[config.mk]
export PLATFORM = sky130hd
export DESIGN_NAME = button_gesture_detector_unit
export DESIGN_NICKNAME = d
export VERILOG_FILES = /design/src/rtl/core/bgd_pkg.sv /design/src/rtl/core/bgd_lane.sv /design/src/rtl/core/bgd_merge.sv /design/src/rtl/core/button_gesture_detector_unit.sv
export SDC_FILE = /design/constraint.sdc
export NUM_CORES = 1
export LEC_CHECK = 0
export ABC_AREA = 1
export BUFFER_PORTS_ARGS = -buffer_cell sky130_fd_sc_hd__buf_2
export CAP_MARGIN = 10
export CELL_PAD_IN_SITES_DETAIL_PLACEMENT = 0
export CELL_PAD_IN_SITES_GLOBAL_PLACEMENT = 1
export CORE_MARGIN = 3
export CORE_UTILIZATION = 44
export DETAILED_ROUTE_END_ITERATION = 10
export PLACE_DENSITY = 0.83
export SYNTH_ARGS = -nofsm -noshare
export SYNTH_HDL_FRONTEND = slang
export SYNTH_SLANG_ARGS = --single-unit
[constraint.sdc]
create_clock -name clock -period 5.59 [get_ports clock]
set_input_delay 1.677 -clock clock [delete_from_list [all_inputs] [get_ports clock]]
set_output_delay 1.677 -clock clock [all_outputs]
set_load 0.005 [all_outputs]
[src/rtl/core/bgd_pkg.sv]
package bgd_pkg;

   // number of button lanes, and how many of them the result reports
   localparam int NUM_BUTTONS   = 3;
   localparam int NUM_REPORTED  = (NUM_BUTTONS < 3) ? NUM_BUTTONS : 3;
   localparam int MASK_WIDTH    = 3;
   localparam int TIME_WIDTH    = 32;
   localparam int THRESH_WIDTH  = 16;
   localparam int CODE_WIDTH    = 4;

   // register map
   localparam int CSR_ADDR_WIDTH  = 4;
   localparam int CSR_INDEX_WIDTH = 2;
   localparam int CSR_DATA_WIDTH  = 32;
   localparam logic [CSR_INDEX_WIDTH-1:0] REG_TAP_TIME  = 2'd0;
   localparam logic [CSR_INDEX_WIDTH-1:0] REG_HOLD_TIME = 2'd1;
   localparam logic [CSR_INDEX_WIDTH-1:0] REG_WAIT_TIME = 2'd2;

   localparam logic [THRESH_WIDTH-1:0] TAP_TIME_RESET  = 16'd150;
   localparam logic [THRESH_WIDTH-1:0] HOLD_TIME_RESET = 16'd1000;
   localparam logic [THRESH_WIDTH-1:0] WAIT_TIME_RESET = 16'd300;

   typedef enum logic [CODE_WIDTH-1:0] {
      GESTURE_NONE      = 4'd0,
      GESTURE_TAP       = 4'd1,
      GESTURE_TAP2      = 4'd2,
      GESTURE_TAP3      = 4'd3,
      GESTURE_PRESS     = 4'd4,
      GESTURE_HOLD      = 4'd5,
      GESTURE_HOLD2     = 4'd6,
      GESTURE_TAP1_W    = 4'd7,
      GESTURE_TAP2_W    = 4'd8,
      GESTURE_TAP3_W    = 4'd9,
      GESTURE_RELEASE   = 4'd10,
      GESTURE_RELEASE_S = 4'd11,
      GESTURE_RELEASE_L = 4'd12,
      GESTURE_TAP2_R    = 4'd13,
      GESTURE_TAP3_R    = 4'd14
   } gesture_type;

   typedef struct packed {
      logic [THRESH_WIDTH-1:0] tap_time;
      logic [THRESH_WIDTH-1:0] hold_time;
      logic [THRESH_WIDTH-1:0] wait_time;
   } timing_type;

   typedef struct packed {
      logic [MASK_WIDTH-1:0] pressed_mask;
      logic [TIME_WIDTH-1:0] now_ms;
   } req_type;

   typedef struct packed {
      logic [CODE_WIDTH-1:0] gesture_a;
      logic [CODE_WIDTH-1:0] gesture_b;
      logic [CODE_WIDTH-1:0] gesture_c;
   } rsp_type;

   // per-lane step control from the top level
   typedef struct packed {
      logic                  step;
      logic                  pressed;
      logic [TIME_WIDTH-1:0] now_ms;
   } lane_ctrl_type;

endpackage

[src/rtl/core/bgd_lane.sv]
module bgd_lane (
   input  logic                  clock,
   input  logic                  reset,
   input  bgd_pkg::lane_ctrl_type ctrl,
   input  bgd_pkg::timing_type   timing,
   output bgd_pkg::gesture_type  state
);

   bgd_pkg::gesture_type                  state_ff, state_in;
   logic [bgd_pkg::TIME_WIDTH-1:0]        mark_ff, mark_in;
   logic [bgd_pkg::TIME_WIDTH-1:0]        elapsed;
   logic                                  past_tap, past_hold, past_wait;

   // wrapping elapsed time and strict threshold compares
   assign elapsed   = ctrl.now_ms - mark_ff;
   assign past_tap  = elapsed > {{(bgd_pkg::TIME_WIDTH-bgd_pkg::THRESH_WIDTH){1'b0}},
                                 timing.tap_time};
   assign past_hold = elapsed > {{(bgd_pkg::TIME_WIDTH-bgd_pkg::THRESH_WIDTH){1'b0}},
                                 timing.hold_time};
   assign past_wait = elapsed > {{(bgd_pkg::TIME_WIDTH-bgd_pkg::THRESH_WIDTH){1'b0}},
                                 timing.wait_time};

   // gesture machine, pressed and released branches
   always_comb begin
      state_in = state_ff;
      mark_in  = mark_ff;
      if (ctrl.pressed) begin
         case (state_ff)
            bgd_pkg::GESTURE_NONE: begin
               state_in = bgd_pkg::GESTURE_TAP;
               mark_in  = ctrl.now_ms;
            end
            bgd_pkg::GESTURE_TAP: begin
               if (past_tap) state_in = bgd_pkg::GESTURE_PRESS;
            end
            bgd_pkg::GESTURE_TAP2: begin
               if (past_hold) state_in = bgd_pkg::GESTURE_HOLD2;
            end
            bgd_pkg::GESTURE_TAP3: begin
               if (past_hold) state_in = bgd_pkg::GESTURE_RELEASE;
            end
            bgd_pkg::GESTURE_PRESS: begin
               if (past_hold) state_in = bgd_pkg::GESTURE_HOLD;
            end
            bgd_pkg::GESTURE_TAP1_W: begin
               state_in = bgd_pkg::GESTURE_TAP2;
               mark_in  = ctrl.now_ms;
            end
            bgd_pkg::GESTURE_TAP2_W: begin
               state_in = bgd_pkg::GESTURE_TAP3;
               mark_in  = ctrl.now_ms;
            end
            bgd_pkg::GESTURE_TAP3_W: begin
               if (past_hold) state_in = bgd_pkg::GESTURE_RELEASE;
            end
            bgd_pkg::GESTURE_RELEASE,
            bgd_pkg::GESTURE_RELEASE_S,
            bgd_pkg::GESTURE_RELEASE_L: begin
               state_in = bgd_pkg::GESTURE_TAP;
            end
            default: begin
               state_in = state_ff;
            end
         endcase
      end else begin
         case (state_ff)
            bgd_pkg::GESTURE_TAP: begin
               state_in = bgd_pkg::GESTURE_TAP1_W;
               mark_in  = ctrl.now_ms;
            end
            bgd_pkg::GESTURE_TAP2: begin
               state_in = bgd_pkg::GESTURE_TAP2_W;
               mark_in  = ctrl.now_ms;
            end
            bgd_pkg::GESTURE_TAP3: begin
               state_in = bgd_pkg::GESTURE_RELEASE;
               mark_in  = ctrl.now_ms;
            end
            bgd_pkg::GESTURE_PRESS: begin
               state_in = bgd_pkg::GESTURE_RELEASE_S;
            end
            bgd_pkg::GESTURE_TAP1_W: begin
               if (past_wait) state_in = bgd_pkg::GESTURE_RELEASE_S;
            end
            bgd_pkg::GESTURE_HOLD,
            bgd_pkg::GESTURE_HOLD2: begin
               state_in = bgd_pkg::GESTURE_RELEASE_L;
            end
            bgd_pkg::GESTURE_TAP2_W: begin
               if (past_wait) state_in = bgd_pkg::GESTURE_TAP2_R;
            end
            bgd_pkg::GESTURE_TAP3_W: begin
               if (past_wait) state_in = bgd_pkg::GESTURE_TAP3_R;
            end
            bgd_pkg::GESTURE_RELEASE,
            bgd_pkg::GESTURE_RELEASE_S,
            bgd_pkg::GESTURE_RELEASE_L,
            bgd_pkg::GESTURE_TAP2_R,
            bgd_pkg::GESTURE_TAP3_R: begin
               state_in = bgd_pkg::GESTURE_NONE;
            end
            default: begin
               state_in = state_ff;
            end
         endcase
      end
   end

   // state and time mark, updated once per accepted item
   always_ff @(posedge clock) begin
      if (reset) begin
         state_ff <= bgd_pkg::GESTURE_NONE;
         mark_ff  <= '0;
      end else if (ctrl.step) begin
         state_ff <= state_in;
         mark_ff  <= mark_in;
      end
   end

   // next state as seen by the result stage
   assign state = state_in;

   // checks
   a_none_to_tap: assert property (@(posedge clock) disable iff (reset)
      (ctrl.step && state_ff == bgd_pkg::GESTURE_NONE)
      |=> (state_ff == bgd_pkg::GESTURE_TAP || state_ff == bgd_pkg::GESTURE_NONE))
      else $error("lane left idle to something other than tap");

   a_hold_stays: assert property (@(posedge clock) disable iff (reset)
      (ctrl.step && ctrl.pressed && state_ff == bgd_pkg::GESTURE_HOLD)
      |=> state_ff == bgd_pkg::GESTURE_HOLD)
      else $error("held button left hold");

   a_no_step_hold: assert property (@(posedge clock) disable iff (reset)
      !ctrl.step |=> ($stable(state_ff) && $stable(mark_ff)))
      else $error("lane state moved without an item");

endmodule

[src/rtl/core/bgd_merge.sv]
module bgd_merge (
   input  logic                 clock,
   input  logic                 reset,
   input  logic                 req_valid,
   output logic                 req_stall,
   input  bgd_pkg::gesture_type lane_state [bgd_pkg::NUM_BUTTONS],
   output logic                 accept,
   output logic                 rsp_valid,
   input  logic                 rsp_stall,
   output bgd_pkg::rsp_type     rsp_data
);

   logic [bgd_pkg::CODE_WIDTH-1:0] codes [3];
   bgd_pkg::rsp_type               merged;
   bgd_pkg::rsp_type               out_ff, out_in, skid_ff, skid_in;
   logic                           out_valid_ff, out_valid_in;
   logic                           skid_valid_ff, skid_valid_in;
   logic                           take;

   // gather lane codes, absent buttons report zero
   always_comb begin
      for (int k = 0; k < 3; k++) begin
         codes[k] = '0;
      end
      for (int i = 0; i < bgd_pkg::NUM_REPORTED; i++) begin
         codes[i] = lane_state[i];
      end
      merged.gesture_a = codes[0];
      merged.gesture_b = codes[1];
      merged.gesture_c = codes[2];
   end

   // handshake: input stalls only while the skid stage is occupied
   assign req_stall = skid_valid_ff;
   assign accept    = req_valid && !skid_valid_ff;
   assign take      = out_valid_ff && !rsp_stall;

   // output register with skid stage
   always_comb begin
      out_in        = out_ff;
      out_valid_in  = out_valid_ff;
      skid_in       = skid_ff;
      skid_valid_in = skid_valid_ff;
      if (take) begin
         if (skid_valid_ff) begin
            out_in        = skid_ff;
            skid_valid_in = 1'b0;
         end else begin
            out_valid_in = accept;
            out_in       = merged;
         end
      end else if (!out_valid_ff) begin
         out_valid_in = accept;
         out_in       = merged;
      end else if (accept) begin
         skid_in       = merged;
         skid_valid_in = 1'b1;
      end
   end

   always_ff @(posedge clock) begin
      if (reset) begin
         out_valid_ff  <= 1'b0;
         skid_valid_ff <= 1'b0;
      end else begin
         out_valid_ff  <= out_valid_in;
         skid_valid_ff <= skid_valid_in;
      end
   end

   always_ff @(posedge clock) begin
      out_ff  <= out_in;
      skid_ff <= skid_in;
   end

   assign rsp_valid = out_valid_ff;
   assign rsp_data  = out_ff;

   // checks
   a_skid_needs_out: assert property (@(posedge clock) disable iff (reset)
      skid_valid_ff |-> out_valid_ff)
      else $error("skid stage full while output register empty");

   a_skid_catches: assert property (@(posedge clock) disable iff (reset)
      (out_valid_ff && rsp_stall && accept) |=> skid_valid_ff)
      else $error("item accepted under stall was not kept");

   a_skid_drains: assert property (@(posedge clock) disable iff (reset)
      (skid_valid_ff && !rsp_stall) |=> (!skid_valid_ff && out_valid_ff))
      else $error("skid stage did not drain into output register");

endmodule

[src/rtl/core/button_gesture_detector_unit.sv]
// channel   direction  handshake                 payload
// req_      in         req_valid / req_stall     bgd_pkg::req_type (pressed_mask, now_ms)
// rsp_      out        rsp_valid / rsp_stall     bgd_pkg::rsp_type (gesture_a/b/c)
// csr_      in         apb-style, pready high    tap_time, hold_time, wait_time at 0, 4, 8
//
// one item per cycle sustained while rsp_stall is low; each result is built from the
// lane next states when its item is accepted and held in the output register or skid stage.
// reset clears lane states, time marks and output valids, and loads the
// timing registers with their defaults.
// a stalled result is held; one further item lands in the skid stage, after
// which req_stall rises until the output drains.
module button_gesture_detector_unit (
   input  logic                                  clock,
   input  logic                                  reset,
   input  logic                                  req_valid,
   output logic                                  req_stall,
   input  bgd_pkg::req_type                      req_data,
   output logic                                  rsp_valid,
   input  logic                                  rsp_stall,
   output bgd_pkg::rsp_type                      rsp_data,
   input  logic                                  csr_psel,
   input  logic                                  csr_penable,
   input  logic                                  csr_pwrite,
   input  logic [bgd_pkg::CSR_ADDR_WIDTH-1:0]    csr_paddr,
   input  logic [bgd_pkg::CSR_DATA_WIDTH-1:0]    csr_pwdata,
   output logic [bgd_pkg::CSR_DATA_WIDTH-1:0]    csr_prdata,
   output logic                                  csr_pready
);

   bgd_pkg::timing_type              timing_ff, timing_in;
   logic [bgd_pkg::CSR_INDEX_WIDTH-1:0] csr_index;
   logic                             csr_write;
   logic                             accept;
   bgd_pkg::gesture_type             lane_state [bgd_pkg::NUM_BUTTONS];

   // configuration registers
   assign csr_pready = 1'b1;
   assign csr_index  = csr_paddr[bgd_pkg::CSR_ADDR_WIDTH-1:2];
   assign csr_write  = csr_psel && csr_penable && csr_pwrite;

   always_comb begin
      timing_in = timing_ff;
      if (csr_write) begin
         case (csr_index)
            bgd_pkg::REG_TAP_TIME:
               timing_in.tap_time  = csr_pwdata[bgd_pkg::THRESH_WIDTH-1:0];
            bgd_pkg::REG_HOLD_TIME:
               timing_in.hold_time = csr_pwdata[bgd_pkg::THRESH_WIDTH-1:0];
            bgd_pkg::REG_WAIT_TIME:
               timing_in.wait_time = csr_pwdata[bgd_pkg::THRESH_WIDTH-1:0];
            default: begin
               timing_in = timing_ff;
            end
         endcase
      end
   end

   always_ff @(posedge clock) begin
      if (reset) begin
         timing_ff.tap_time  <= bgd_pkg::TAP_TIME_RESET;
         timing_ff.hold_time <= bgd_pkg::HOLD_TIME_RESET;
         timing_ff.wait_time <= bgd_pkg::WAIT_TIME_RESET;
      end else begin
         timing_ff <= timing_in;
      end
   end

   // register readback
   always_comb begin
      case (csr_index)
         bgd_pkg::REG_TAP_TIME:
            csr_prdata = {{(bgd_pkg::CSR_DATA_WIDTH-bgd_pkg::THRESH_WIDTH){1'b0}},
                          timing_ff.tap_time};
         bgd_pkg::REG_HOLD_TIME:
            csr_prdata = {{(bgd_pkg::CSR_DATA_WIDTH-bgd_pkg::THRESH_WIDTH){1'b0}},
                          timing_ff.hold_time};
         bgd_pkg::REG_WAIT_TIME:
            csr_prdata = {{(bgd_pkg::CSR_DATA_WIDTH-bgd_pkg::THRESH_WIDTH){1'b0}},
                          timing_ff.wait_time};
         default:
            csr_prdata = '0;
      endcase
   end

   // one lane per button; lanes beyond the mask see a released button
   for (genvar i = 0; i < bgd_pkg::NUM_BUTTONS; i++) begin : g_lane
      bgd_pkg::lane_ctrl_type ctrl;
      if (i < bgd_pkg::MASK_WIDTH) begin : g_masked
         assign ctrl.pressed = req_data.pressed_mask[i];
      end else begin : g_unmasked
         assign ctrl.pressed = 1'b0;
      end
      assign ctrl.step   = accept;
      assign ctrl.now_ms = req_data.now_ms;

      bgd_lane u_lane (
         .clock  (clock),
         .reset  (reset),
         .ctrl   (ctrl),
         .timing (timing_ff),
         .state  (lane_state[i])
      );
   end

   // merge lane codes into the result and hold it for the consumer
   bgd_merge u_merge (
      .clock      (clock),
      .reset      (reset),
      .req_valid  (req_valid),
      .req_stall  (req_stall),
      .lane_state (lane_state),
      .accept     (accept),
      .rsp_valid  (rsp_valid),
      .rsp_stall  (rsp_stall),
      .rsp_data   (rsp_data)
   );

endmodule
After elaboration in Yosys (flattened, before gate mapping)
Cells that the tools add are included.
- output and inout port bits: 47
- logic and storage cells: 165
- register bits after elaboration: 182
- order comparisons: 9
- reductions and logical operators: 40
- add/subtract/negate cells: 3
- bitwise logic cells: 1
- mux-type cells: 46
- equality and inequality tests: 49
- operator list (kind ; number):
    $gt 32x16->1 ; 9
    $mux 32 ; 9
    $pmux 4 s9 ; 3
    $mux 4 ; 24
    $sub 32x32->32 ; 3
    $eq 4x4->1 const B ; 21
    $pmux 4 s7 ; 3
    $eq 4x3->1 const B ; 12
    $pmux 16 s3 ; 1
    $mux 12 ; 3
    $eq 4x2->1 const B ; 6
    $reduce_or 3->1 ; 6
    $reduce_or 5->1 ; 3
    $reduce_or 2->1 ; 7
    $eq 4x1->1 const B ; 3
    $logic_not 4->1 ; 3
    $reduce_and 3->1 ; 4
    $reduce_or 4->1 ; 3
    $ne 2x2->1 const B ; 5
    $reduce_and 2->1 ; 4
    $reduce_bool 2->1 ; 3
    $logic_and 1x1->1 ; 4
    $mux 1 ; 3
    $eq 2x1->1 const B ; 1
    4 further kinds ; 5

Longest topological paths before layout
Gate-level depths: netlist of the first run.
- word-level depth: 7
- depth in mapped cells: 27
- mapped depth without buffers: 27

Modules after synthesis
Synthesis of the first run repeated with hierarchy kept, for this count alone.
- cells, all modules: 3327
- area total of the unflattened synthesis: 19827.8 µm²
- modules (own cells, without submodules) (module ; times used ; cells each ; area an instance (µm²)):
    bgd_lane at g_lane[0].u_lane ... ; 2 ; 963 ; 5472.7
    bgd_lane at g_lane[1].u_lane ; 1 ; 959 ; 5494.0
    button_gesture_detector_unit ; 1 ; 363 ; 2398.6
    bgd_merge ; 1 ; 79 ; 989.7

Least setup slack after synthesis of the first run
No wires, ideal clock.
- path type: input-to-reg
- start point: in req_data[0] (netlist bit)
- end point: reg u_merge.out_ff, in the netlist u_merge.rsp_data[0] (data pin)
- stages: 21
- slack: 978 ps
- path buffers: 0
- arrival time: 4351 ps
- cell sequence: inv_1 > ha_1 > fa_1 > inv_1 > nand3_1 > nand3_1 > nand3_1 > nand3_1 > xor2_1 > ha_1 > nand2_1 > nor3_1 > nor4b_1 > or2_2 > nand3_2 > nand2_1 > nand2_1 > nor2_1 > nand2_1 > nand2_1 > o21ai_1
- RTL lines (item ; RTL line ; text):
    start: declaration ; button_gesture_detector_unit.sv:17 ; input bgd_pkg::req_type req_data,
    end signal: assignment ; bgd_merge.sv:72 ; out_ff <= out_in;
    end: declaration ; bgd_merge.sv:15 ; bgd_pkg::rsp_type out_ff, out_in, skid_ff, skid_in;

==> impl_metrics.py, run 1 <==
metrics = {
    "die": {
        "core.rowCount": 75,
        "die_height_um": 213.3,
        "start_util_pct": 44.79,
        "ios": 125,
        "core_mm2": 0.04223,
        "die_area_mm2": 0.04551,
        "die-width_um": 213.3,
    },
    "clock_tree": {
        "clkTransAtPathRegs_ns": 0.07,
        "ctsRootBufferMaster": "clkbuf_16",
        "cts_max_path_buffers": 2,
        "htreeDepth": 4,
        "cts_tree": "done",
        "cts.repair.resized": 0,
        "numClockSinks": 182,
        "worst_skew_pair.late_latency_ns": 0.49,
        "post_cts_buffers": 0,
        "cts_made_buffers": 17,
        "postCtsHoldBufs": 0,
    },
    "layout": {
        "area_delta_synth_final_pct": 9.672,
        "drive_gt1_share_pct": 8.842,
        "final_nets": 3517,
        "multi_input_area_mm2": 0.01254,
        "post-route-util_pct": 49.12,
        "num-fill-cells": 4559,
        "instances_no_fill": 3752,
        "final-seq-area_mm2": 0.003884,
    },
    "yosys": {
        "synthArstFlopShare_pct": 0,
        "yosysTopAreaCellShare_pct": 18.24,
        "yosysMostFrequentCell": "nand2_1",
        "synthCells": 3093,
        "avgSynthCellArea_um2": 6.115,
        "synth-edff-count": 24,
        "yosysUniqueCellTypes": 47,
        "synth_common_cells": "nand2_1, inv_1, a21oi_1, ha_1, nor2_1",
        "synth.yosys.warnings": 0,
        "synthFlopType": "dfxtp_1",
        "syn-cell-area_mm2": 0.01891,
        "ys_top_cells_by_area": "nand2_1, dfxtp_1, ha_1",
        "ys_seq_elements": 182,
        "synth.largest_area_cell": "nand2_1",
        "yosysSeqAreaShare_pct": 20.53,
    },
    "global_routing": {
        "antenna_found_initial": 2,
        "track_usage_pct": 27.23,
        "grt_max_degree": 63,
        "grt_pass1_vias": 17542,
        "grt_pass1_wl_um": 95850,
        "gr-total-overflow": 0,
    },
    "placed_design": {
        "gp_congestion": 0.9368,
        "dp.cells": 3719,
        "io_buffer_count": 89,
        "post-place-ws_ns": 0.1509,
        "dp_hpwl_um": 51020,
    },
    "sta": {
        "fin_ws_ns": 0.6376,
        "skew_ns": 0.01203,
        "setup_violations": 0,
        "finalCritPeriodShare_pct": 88.59,
        "fmax_mhz": 201.9,
        "finalMaxSlewViolations": 0,
        "fin_crit_ns": 4.952,
        "relSlewSlack_pct": 26.67,
        "hold_viol": 0,
        "worst_slew_pin_slew_ns": 1.096,
        "rsz0062_at_grt": "no",
        "fin_setup_tns_ns": 0,
    },
    "min_path": {
        "holdCritPathClass": "register to register",
    },
    "critical_path": {
        "start_kind": "input port",
        "arrival_ns": 5.19,
        "cp_max_fo": 6,
        "crit_type": "input port to register",
        "crit_path_end_kind": "register",
        "cp_data_required_time_ns": 5.82,
    },
    "power_and_ir_drop": {
        "p_leak_nw": 11.08,
        "ir_drop_uv": 267.8,
        "power_density_mw_per_mm2": 275.1,
    },
    "route": {
        "drt_iter0_markers": 1345,
        "drtPass1Iterations": 5,
        "wire_per_inst_um": 16.47,
        "num_vias": 19267,
        "wl_um": 61790,
        "via_per_inst": 5.135,
        "drc_errors": 0,
        "ant_nets": 0,
    },
    "outcome": {
        "status": "finished clean",
    },
    "run": {
        "maxCapViolations": 0,
    },
}
## cells by family (layout without fill, tap and decap cells)
| logic type | Yosys count | in the layout | share of synthesized area, % |
|---|---|---|---|
| AO/OA/AOI/OAI | 526 | 526 | 15.26 |
| XOR/XNOR | 46 | 46 | 2.130 |
| adder cells (fa/ha/maj) | 240 | 240 | 16.00 |
| buffers and inverters | 662 | 766 | 13.48 |
| flip-flops | 182 | 182 | 20.53 |
| other | 2 | 18 | 0.03971 |
| AND/OR/NAND/NOR | 1435 | 1435 | 32.55 |
## per-layer routing
| metal | wire length [µm] | global-route usage (%) | part of all wire [%] | vias to the layer above |
|---|---|---|---|---|
| li1 | - | - | - | 10072 |
| met3 | 2690 | 3.600 | 4.4 | 80 |
| met2 | 28480 | 45.68 | 46 | 446 |
| met5 | 9 | 0 | 0.015 | - |
| met4 | 1422 | 8.159 | 2.3 | 2 |
| met1 | 29190 | 36.65 | 47 | 8667 |
## registers in the layout, summed over array words and instances, names as in the netlist
| register | flops |
|---|---|
| u_merge.req_stall | 1 |
| g_lane.u_lane.mark_ff | 96 |
| u_merge.rsp_data | 12 |
| g_lane.u_lane.state_ff | 12 |
| u_merge.skid_ff | 12 |
| timing_ff | 48 |
| u_merge.rsp_valid | 1 |
## power breakdown
part	internal [mW]	switching [mW]	total, mW
clock	0.595	0.642	1.24
combinational	1.07	1.91	2.98
sequential	1.45	0.0437	1.49
## worst max-delay path, stage by stage
cell	delay, ns
buf_2	0.07
inv_1	0.09
ha_1	0.30
fa_1	0.44
inv_1	0.12
nand3_1	0.07
nand3_1	0.14
nand2_1	0.07
nand2_1	0.09
xor2_1	0.32
ha_1	0.19
nand3_1	0.07
nor3_1	0.28
nor4b_1	0.34
buf_4	0.21
or2_2	0.13
nand3_2	0.10
nand2_1	0.09
nand2_1	0.05
nor2_1	0.09
nand2_1	0.05
nand2_1	0.13
o21ai_1	0.07
## final cells by class
class / count / share of cell area, %
inverter: 596 / 10.79
tap: 539 / 3.251
sequential: 182 / 18.72
multi-input combinational: 2264 / 60.47
clock inverter: 15 / 0.7781
clock buffer: 17 / 2.051
antenna: 1 / 0.01206
timing repair buffer: 138 / 3.921
## path summary, 6_finish.rpt
| path | from | cells past startpoint | end | slack [ns] |
|---|---|---|---|---|
| setup reg to reg | g_lane[2].u_lane.mark_ff[12] | 24 | u_merge.rsp_data[0] | 1.66 |
| hold / removal | g_lane[0].u_lane.mark_ff[30] | 2 | g_lane[0].u_lane.mark_ff[30] | 0.46 |
| setup / recovery | req_data[0] | 23 | u_merge.rsp_data[0] | 0.64 |
| hold reg to reg | g_lane[0].u_lane.mark_ff[30] | 2 | g_lane[0].u_lane.mark_ff[30] | 0.46 |
## cell usage in the layout, fill, tap and decap left out, types with 24 or more instances in the layout
cell type | synthesis | routed
o221ai_1 | 25 | 25
inv_2 | 26 | 26
nor2_1 | 219 | 219
inv_1 | 565 | 564
xor2_1 | 42 | 42
nand3_1 | 103 | 103
dfxtp_1 | 158 | 158
nand2_2 | 36 | 39
edfxtp_1 | 24 | 24
buf_4 | 17 | 49
a21oi_1 | 276 | 276
buf_2 | 1 | 89
nand2_1 | 919 | 916
nand4_1 | 62 | 62
ha_1 | 237 | 237
o21ai_0 | 157 | 157
## per-stage QoR
step	hold slack [ns]	total power, mW	cell area, µm²
2_1_floorplan	0.4331	3.567	18970
3_3_place_gp	0.4436	4.370	20150
3_5_place_dp	0.4498	4.464	20150
4_1_cts	0.4597	5.720	20740
5_1_grt	0.4802	6.200	20740
6_report	0.4562	5.707	20740
(Power assumes the default switching activity.)
==> run 2: changes to the inputs <==
--- a/config.mk
+++ b/config.mk
@@ -14,6 +14,7 @@
 export CORE_UTILIZATION = 44
 export DETAILED_ROUTE_END_ITERATION = 10
 export PLACE_DENSITY = 0.83
+export RECOVER_POWER = 50
 export SYNTH_ARGS = -nofsm -noshare
 export SYNTH_HDL_FRONTEND = slang
 export SYNTH_SLANG_ARGS = --single-unit
==> impl_metrics.py, run 2 (synthesis gave the netlist of run 1 again) <==
metrics = {
    "critical_path": {
        "start_kind": "input port",
        "cp_top_family": "simple AND/OR/NAND/NOR gates",
        "cp_cell_sequence": "buf_2, ha_1, nand2_1, inv_1, nand2_1, nand2_1, nand3b_1, xor2_1, ha_1, a21oi_1, nand3b_1, a21oi_1, nor3_1, nand3_1, nand2_1, nand3_2, o21ai_0, nand4_1, nand2_1, o21ai_0",
        "arrival_ns": 5.20,
        "cpMaxStageDelayCell": "xor2_1",
        "cp_slowest_stage_delay_ns": 0.43,
        "crit_path_end_kind": "register",
        "crit_type": "input port to register",
        "path_common_cell": "nand2_1",
        "cp_max_fo": 6,
        "cp_data_required_time_ns": 5.82,
        "cp.buffers_inverters": 2,
    },
    "die": {
        "start_util_pct": 44.79,
        "die-width_um": 213.3,
        "ios": 125,
        "die_height_um": 213.3,
        "core_mm2": 0.04223,
        "core.rowCount": 75,
        "die_area_mm2": 0.04551,
    },
    "clock_tree": {
        "numClockSinks": 182,
        "post_cts_buffers": 0,
        "cts_max_path_buffers": 2,
        "cts.repair.resized": 0,
        "clkTransAtPathRegs_ns": 0.08,
        "htreeDepth": 4,
        "cts_made_buffers": 17,
        "postCtsHoldBufs": 0,
        "cts_tree": "done",
        "worst_skew_pair.late_latency_ns": 0.50,
        "ctsRootBufferMaster": "clkbuf_16",
    },
    "power_and_ir_drop": {
        "p_leak_nw": 11.02,
        "power_density_mw_per_mm2": 275.4,
        "ir_drop_uv": 267.3,
        "intPower_mw": 3.109,
        "swShare_pct": 45.49,
        "fin_total_pwr_mw": 5.704,
        "p_sw_mw": 2.595,
        "combPwrFrac_pct": 52.1,
        "seq_power_share_pct": 26.2,
        "p_clk_share_pct": 21.7,
    },
    "layout": {
        "area_delta_synth_final_pct": 9.513,
        "top_register": "g_lane.u_lane.mark_ff",
        "final_nets": 3517,
        "mostFrequentLayoutCell": "nand2_1",
        "top_regs": "g_lane.u_lane.mark_ff: 96 flops, timing_ff: 48 flops",
        "layout_common_cells": "nand2_1, inv_1, a21oi_1",
        "num-fill-cells": 4570,
        "drive_gt1_share_pct": 8.281,
        "instances_no_fill": 3752,
        "largest_register_ffs": 96,
    },
    "global_routing": {
        "track_usage_pct": 27.23,
        "gr-total-overflow": 0,
        "grt_max_degree": 63,
        "grt_pass1_vias": 17542,
        "grt_pass1_wl_um": 95850,
        "antenna_found_initial": 2,
    },
    "sta": {
        "worst_slew_pin_slew_ns": 1.859,
        "skew_ns": 0.01165,
        "relSlewSlack_pct": -23.94,
        "finalMaxSlewViolations": 177,
        "fin_ws_ns": 0.6250,
        "rsz0062_at_grt": "no",
        "fmax_mhz": 201.4,
        "fin_crit_ns": 4.965,
        "finalCritPeriodShare_pct": 88.82,
        "setup_violations": 0,
        "fin_setup_tns_ns": 0,
        "hold_viol": 0,
    },
    "route": {
        "num_vias": 19278,
        "ant_nets": 0,
        "wl_um": 61790,
        "drtPass1Iterations": 6,
        "drc_errors": 0,
        "via_per_inst": 5.138,
        "wire_per_inst_um": 16.47,
        "drt_iter0_markers": 1331,
    },
    "placed_design": {
        "dp.cells": 3719,
        "dp_hpwl_um": 51020,
        "io_buffer_count": 89,
        "gp_congestion": 0.9368,
        "post-place-ws_ns": 0.1509,
    },
    "outcome": {
        "violations": "capacitance limit, slew limit",
        "status": "finished with violations",
    },
    "min_path": {
        "holdCritPathClass": "register to register",
    },
    "run": {
        "maxCapViolations": 3,
    },
}
run 2: changes by cell type in the layout (fill, tap and decap cells not counted):
| cell | before | now |
|---|---|---|
| clkinvlp_2 | 2 | 3 |
| clkbuf_1 | 0 | 16 |
| nand2_2 | 39 | 37 |
| clkbuf_2 | 0 | 1 |
| buf_2 | 89 | 74 |
| clkinv_2 | 1 | 0 |
| nand2_1 | 916 | 918 |
| buf_4 | 49 | 47 |
run 2: metrics by stage:
stage | cell area [µm²] | hold slack, ns | util [%]
2_1_floorplan | 18970 | 0.4331 | -
3_3_place_gp | 20150 | 0.4436 | 47.72
3_5_place_dp | 20150 | 0.4498 | 47.72
4_1_cts | 20740 | 0.4597 | 49.11
5_1_grt | 20710 | 0.4805 | 49.05
6_report | 20710 | 0.4567 | 49.05
run 2: per-layer routing:
metal  part of all wire [%]  vias up  track usage (%)  wire, µm
met5                  0.015        -                0         9
met4                    2.4        2            8.159      1485
met3                    4.6       84            3.600      2873
met2                     46      462            45.68     28390
met1                     47     8654            36.65     29030
li1                       -    10076                -         -
run 2: worst paths after layout:
path | startpoint | to | slack [ns] | cells after the start
setup / recovery | req_data[7] | u_merge.rsp_data[2] | 0.62 | 20
hold / removal | g_lane[0].u_lane.mark_ff[30] | g_lane[0].u_lane.mark_ff[30] | 0.46 | 2
setup reg to reg | g_lane[2].u_lane.mark_ff[7] | u_merge.rsp_data[2] | 1.64 | 20
hold reg to reg | g_lane[0].u_lane.mark_ff[30] | g_lane[0].u_lane.mark_ff[30] | 0.46 | 2
run 2: power by group through the flow:
stage	clock network, mW	registers (mW)	logic (mW)
finish	1.24	1.49	2.97
global route	1.32	1.50	3.37
CTS	1.27	1.49	2.95
detailed placement	0	1.52	2.94
global placement	0	1.52	2.85
floorplan	0	1.51	2.05
run 2: final cells by class:
class | instances | area (µm²) | area share, %
Antenna cell | 1 | 2.502 | 0.01208
Clock buffer | 17 | 425.4 | 2.054
Clock inverter | 15 | 161.4 | 0.7793
Inverter | 596 | 2238 | 10.81
Multi-Input combinational cell | 2264 | 12540 | 60.54
Sequential cell | 182 | 3884 | 18.75
Tap cell | 539 | 674.4 | 3.256
Timing Repair Buffer | 138 | 788.3 | 3.806
run 2: worst register-to-register path, cell delays in order, from the launching register on:
cell and delay, ns:
dfxtp_1 0.31, inv_1 0.05, ha_1 0.34, nand2_1 0.15, inv_1 0.05, nand2_1 0.06
nand2_1 0.10, nand3b_1 0.31, xor2_1 0.44, ha_1 0.33, a21oi_1 0.13, nand3b_1 0.12
a21oi_1 0.08, nor3_1 0.15, nand3_1 0.11, nand2_1 0.26, nand3_2 0.17, o21ai_0 0.12
nand4_1 0.11, nand2_1 0.18, o21ai_0 0.10
==> run 3: changes to the inputs <==
--- a/config.mk
+++ b/config.mk
@@ -11,9 +11,9 @@
 export CELL_PAD_IN_SITES_DETAIL_PLACEMENT = 0
 export CELL_PAD_IN_SITES_GLOBAL_PLACEMENT = 1
 export CORE_MARGIN = 3
-export CORE_UTILIZATION = 44
+export CORE_UTILIZATION = 38
 export DETAILED_ROUTE_END_ITERATION = 10
-export PLACE_DENSITY = 0.83
+export PLACE_DENSITY = 0.74
 export RECOVER_POWER = 50
 export SYNTH_ARGS = -nofsm -noshare
 export SYNTH_HDL_FRONTEND = slang
==> constraint.sdc (replaced) <==
create_clock -name clock -period 5.5 [get_ports clock]
set_input_delay 1.65 -clock clock [delete_from_list [all_inputs] [get_ports clock]]
set_output_delay 1.65 -clock clock [all_outputs]
set_load 0.005 [all_outputs]
==> impl_metrics.py, run 3 (synthesis gave the netlist of run 1 again) <==
metrics = {
    "layout": {
        "drive_gt1_share_pct": 9.717,
        "top_regs": "g_lane.u_lane.mark_ff: 96 flops, timing_ff: 48 flops",
        "largest_register_ffs": 96,
        "final_nets": 3557,
        "mostFrequentLayoutCell": "nand2_1",
        "instances_no_fill": 3918,
        "layout_common_cells": "nand2_1, inv_1, a21oi_1",
        "area_delta_synth_final_pct": 12.27,
        "top_register": "g_lane.u_lane.mark_ff",
    },
    "die": {
        "ios": 125,
        "core_mm2": 0.04905,
        "die_area_mm2": 0.05248,
        "start_util_pct": 38.56,
        "die-width_um": 229.1,
        "die_height_um": 229.1,
        "core.rowCount": 81,
    },
    "route": {
        "num_vias": 19403,
        "drc_errors": 0,
        "ant_nets": 0,
        "drtPass1Iterations": 6,
        "via_per_inst": 4.952,
        "wl_um": 63640,
        "wire_per_inst_um": 16.24,
        "drt_iter0_markers": 1047,
    },
    "critical_path": {
        "crit_type": "input port to register",
        "cp_max_fo": 7,
        "cp_data_required_time_ns": 5.74,
        "arrival_ns": 5.37,
        "path_common_cell": "nand2_1",
        "reg2reg_depth": 29,
        "crit_path_end_kind": "register",
        "start_kind": "input port",
        "cpMaxStageDelayCell": "fa_1",
        "cp_slowest_stage_delay_ns": 0.49,
        "cp_num_cells": 27,
        "cp_top_family": "simple AND/OR/NAND/NOR gates",
        "cp.buffers_inverters": 8,
    },
    "global_routing": {
        "track_usage_pct": 24.15,
        "antenna_found_initial": 2,
        "grt_pass1_vias": 18281,
        "grt_pass1_wl_um": 99720,
        "gr-total-overflow": 0,
        "grt_max_degree": 63,
    },
    "sta": {
        "fin_ws_ns": 0.3626,
        "worst_slew_pin_slew_ns": 2.111,
        "hold_viol": 0,
        "fin_setup_tns_ns": 0,
        "finalMaxSlewViolations": 63,
        "rsz0062_at_grt": "no",
        "finalCritPeriodShare_pct": 93.41,
        "fmax_mhz": 194.7,
        "setup_violations": 0,
        "fin_crit_ns": 5.137,
        "relSlewSlack_pct": -41.48,
        "skew_ns": 0.01863,
    },
    "clock_tree": {
        "cts_max_path_buffers": 2,
        "numClockSinks": 182,
        "cts_tree": "done",
        "ctsRootBufferMaster": "clkbuf_16",
        "clkTransAtPathRegs_ns": 0.08,
        "postCtsHoldBufs": 0,
        "post_cts_buffers": 0,
        "cts_made_buffers": 17,
        "cts.repair.resized": 0,
        "worst_skew_pair.late_latency_ns": 0.51,
        "htreeDepth": 4,
    },
    "placed_design": {
        "dp.cells": 3884,
        "dp_hpwl_um": 52820,
        "gp_congestion": 0.9059,
        "post-place-ws_ns": -0.3761,
        "io_buffer_count": 89,
    },
    "power_and_ir_drop": {
        "ir_drop_uv": 242.7,
        "power_density_mw_per_mm2": 282.5,
        "p_leak_nw": 11.27,
        "fin_total_pwr_mw": 5.999,
    },
    "run": {
        "maxCapViolations": 1,
    },
    "outcome": {
        "violations": "capacitance limit, slew limit",
        "status": "finished with violations",
    },
    "min_path": {
        "hold_depth": 2,
        "holdCritPathClass": "register to register",
    },
}
run 3: cell count changes in the layout (fill, tap and decap cells not counted), moves of 2 or more:
cell,delta
nand2_2,+2
clkinvlp_2,-2
buf_2,+8
clkbuf_1,-8
nand2_1,-2
clkinv_8,-2
buf_4,+38
run 3: worst paths after layout:
check,slack (ns),end,from
worst max-delay path,0.36,u_merge.rsp_data[8],req_data[1]
worst min-delay path,0.46,g_lane[2].u_lane.mark_ff[14],g_lane[2].u_lane.mark_ff[14]
worst max register to register,1.39,u_merge.rsp_data[8],g_lane[0].u_lane.mark_ff[2]
worst min register to register,0.46,g_lane[2].u_lane.mark_ff[14],g_lane[2].u_lane.mark_ff[14]
run 3: power breakdown:
group | switching (mW) | total (mW) | internal (mW)
Sequential | 0.0450 | 1.52 | 1.47
Clock | 0.638 | 1.32 | 0.685
Combinational | 2.00 | 3.16 | 1.16
run 3: area by class of cell:
cell class / instances / area, µm²
inverters: 596 / 2238
multi-input cells: 2264 / 12550
well taps: 664 / 830.8
clock inverters: 13 / 153.9
diodes: 2 / 5.005
clock buffers: 19 / 464.2
repair buffers: 178 / 1109
fillers: 5426 / 27820
flip-flops and latches: 182 / 3884
run 3: per-layer routing:
metal / wire (µm) / track usage [%] / vias to the layer above / part of all wire (%)
met5: 0 / 0 / - / 0
met4: 2371 / 10.22 / 0 / 3.7
met3: 2854 / 3.644 / 100 / 4.5
met2: 28940 / 39.73 / 392 / 45
met1: 29480 / 31.53 / 8746 / 46
li1: - / - / 10165 / -
run 3: per-stage QoR:
stage / hold slack [ns] / utilization (%) / area (µm²)
after floorplan: 0.4331 / - / 18970
after global placement: 0.4438 / 42.04 / 20620
after detailed placement: 0.4489 / 42.04 / 20620
after CTS: 0.4610 / 43.30 / 21240
after global routing: 0.4762 / 43.28 / 21230
final: 0.4603 / 43.29 / 21230
run 3: worst min-delay path, stage by stage (launching register included):
cell     delay, ns
dfxtp_1       0.30
inv_1         0.06
a21oi_1       0.05
